===== src/kruf_ram.sv =====
// ----------------------------------------------------------------------------
// kruf_ram
// Generic simple dual-port RAM, one write and one registered read port.
// ----------------------------------------------------------------------------
`default_nettype none

module kruf_ram #(
	parameter int WIDTH = 8,
	parameter int DEPTH = 16
) (
	input  wire logic                     clk,
	input  wire logic                     we,
	input  wire logic [$clog2(DEPTH)-1:0] waddr,
	input  wire logic [WIDTH-1:0]         wdata,
	input  wire logic [$clog2(DEPTH)-1:0] raddr,
	output logic      [WIDTH-1:0]         rdata
);

	logic [WIDTH-1:0] mem [DEPTH];

	always_ff @(posedge clk) begin
		if (we) begin
			mem[waddr] <= wdata;
		end
		rdata <= mem[raddr];
	end

endmodule

`default_nettype wire


===== config.mk =====
export PLATFORM = sky130hd
export DESIGN_NAME = kruf_ram
export DESIGN_NICKNAME = d
export VERILOG_FILES = /design/src/kruf_ram.sv
export SDC_FILE = /design/constraint.sdc
export NUM_CORES = 1
export LEC_CHECK = 0
export BUFFER_PORTS_ARGS = -buffer_cell sky130_fd_sc_hd__buf_2
export CAP_MARGIN = 10
export CORE_UTILIZATION = 44
export DETAILED_ROUTE_END_ITERATION = 8
export SYNTH_ARGS = -nofsm -noshare
export SYNTH_HDL_FRONTEND = slang
export SYNTH_SLANG_ARGS = --single-unit

===== constraint.sdc =====
create_clock -name clk -period 2.2 [get_ports clk]
set_clock_uncertainty 0.05 [all_clocks]
set_input_delay 0 -clock clk [delete_from_list [all_inputs] [get_ports clk]]
set_output_delay 0 -clock clk [all_outputs]
set_load 0.02 [all_outputs]

==> metrics.txt <==
area grow syn2layout=20.5%; hold path depth=3; CP max FO=1; warnings from Yosys=0; clock-pin slew on the worst setup and hold paths=0.06 ns; Global Route met3 Usage=0.0511; CTS tree=done; CTS Buf Count=17; layout cells sized above 1=0.310; starting density of the core=0.451; die area=12,100 µm²; GRT Total Usage=0.178; Critical Path AT=1.72 ns; status=finished, final reports clean; CTS max path bufs=2; Final Net Count=308; max-cap violations=0; met2 Track Usage GR=0.267; final period utilization=0.677; R2R depth=3; number of fill cells in the layout=913; Seq/Total Area, Yosys=0.778; Post-DP Area=5530 µm²; power per cell area=967 nW/µm²; average via count per standard cell=5.38; final setup margin=0.710 ns; minimum clock period=1.49 ns; IO Port Bufs=25; pre-CTS setup slack=0.419 ns; design area=6200 µm²; WP data required=2.43 ns; diode count=0; Syn Area/Cell=22.5 µm²; Final Hold Viols=0; commonest non-fill, non-tap cell in the layout=edfxtp_1; Cell Chain, Critical Path=mux4_1 -> a22oi_1 -> nand2_1; Largest stage delay, worst path=0.50 ns; Syn Std Cell Area=5150 µm²; Remaining DRCs=0; Crit path max-delay family=multiplexers; syn_nets=247; final antenna-violating net count=0; Overflow after GRT=0; die span in x=110 µm; Critical Path Stages=3; Fin Setup TNS=0 ns; routed via count=2,399; core area=11,400 µm²; Slowest cell on crit path=mux4_1; routed length per instance=21.7 µm; # setup viols final=0; DRT Pass-1 Iters=4; met1 GRT Util=0.250; initial antenna violation count=0; kind of critical path=reg -> reg; post-CTS sizing=0; number of H-tree levels=4; leakage power=2.12 nW; CP Capture Type=flip-flop; unrepaired setup endpoints after global routing=false; Post-CTS Hold Fix Bufs=8; Post-Synthesis Cells=229; Max-Slew Margin vs Limit=0.468; most frequent cells in the layout=edfxtp_1 (128), buf_2 (25), mux4_2 (18); Least-Margin Pin Slew=0.797 ns; Root Driver=clkbuf_16; final slew viol count=0; most used routing layer=met2; num ports=26; Cell Rows=39; Synth cell types=19; Startpoint Class=flip-flop; Iteration-0 DRC Markers=205; Buf+Inv Stages, Crit Path=0; Placer Congestion=0.720; Max Freq=671 MHz; vias in the first global route=2,456; clock latency on the worst-skew pair=0.41 ns; flops & latches, synth=136; Vert. Die Dim=110 µm; Post-CTS Setup Bufs=0; total routed wirelength=9680 µm; HP Class=in -> reg; Detailed Place HPWL=6180 µm; first-pass GRT wire length=14,200 µm; CTS Sinks=136; Max VDD drop=0.540 mV; largest net degree at the start of global routing=22
-- cell families (layout without fill, tap and decap cells) --
group,after synthesis,count (layout),share of synthesized area
AND/OR/NAND/NOR,35,35,0.0318
flip-flops,136,136,0.778
AO/OA/AOI/OAI,16,16,0.0233
buffers and inverters,10,84,0.0168
multiplexers,32,32,0.150
-- synth_stat cells (all sizes together) --
cell type	n	area, µm²
and2	1	6.26
a22oi	16	120
nand3	1	5.00
clkdlybuf4s25	3	30.0
edfxtp	128	3840
or3b	1	8.76
dfxtp	8	160
nor3	4	20.0
nor2b	1	6.26
mux4	32	773
nor2	13	48.8
nand2	9	33.8
nand2b	2	12.5
buf	7	56.3
and2b	1	7.51
nand3b	2	15.0
-- routing by layer --
| layer | vias to the layer above | wire, µm |
|---|---|---|
| met5 | - | 0 |
| met3 | 9 | 380 |
| li1 | 1099 | - |
| met4 | 0 | 94 |
| met2 | 58 | 4560 |
| met1 | 1233 | 4640 |
-- tightest hold or removal path: cells and delay by family --
| family | cells | cell delay [ns] |
|---|---|---|
| buffers and inverters | 2 | 0.32 |
| AND/OR/NAND/NOR | 1 | 0.06 |
-- per-stage QoR --
| step | util | instances | total power, mW | hold WS (ns) |
|---|---|---|---|---|
| 2_1_floorplan | - | 229 | 3.13 | 0.0489 |
| 3_3_place_gp | 0.485 | 406 | 3.26 | 0.345 |
| 3_5_place_dp | 0.485 | 406 | 3.26 | 0.350 |
| 4_1_cts | 0.543 | 446 | 6.04 | 0.0878 |
| 5_1_grt | 0.543 | 446 | 6.18 | 0.100 |
| 6_report | 0.543 | 446 | 6.00 | 0.100 |
-- registers in the layout (all words and copies together), names as in the netlist --
signal and flops:
mem 128, rdata 8
-- report_power, final --
group	total (mW)	switching (mW)	internal, mW
Combinational	0.295	0.169	0.126
Clock	2.79	1.10	1.69
Sequential	2.92	0.0194	2.90
Total	6.00	1.28	4.71
-- path summary, 6_finish.rpt --
check                           startpoint        end  slack [ns]
worst min register to register  mem[12][0]   rdata[0]        0.64
worst min-delay path              waddr[0]  mem[8][5]        0.10
worst max register to register   mem[9][1]   rdata[1]        0.71
worst max-delay path             mem[9][1]   rdata[1]        0.71
-- area by class of cell --
cell class	count	area (µm²)	share of cell area
multi-input cells	83	1060	0.170
well taps	143	179	0.0288
clock buffers	17	425	0.0686
clock inverters	15	165	0.0266
repair buffers	52	373	0.0601
flip-flops and latches	136	4000	0.645
Note: power is estimated with default switching activity, not from simulation.
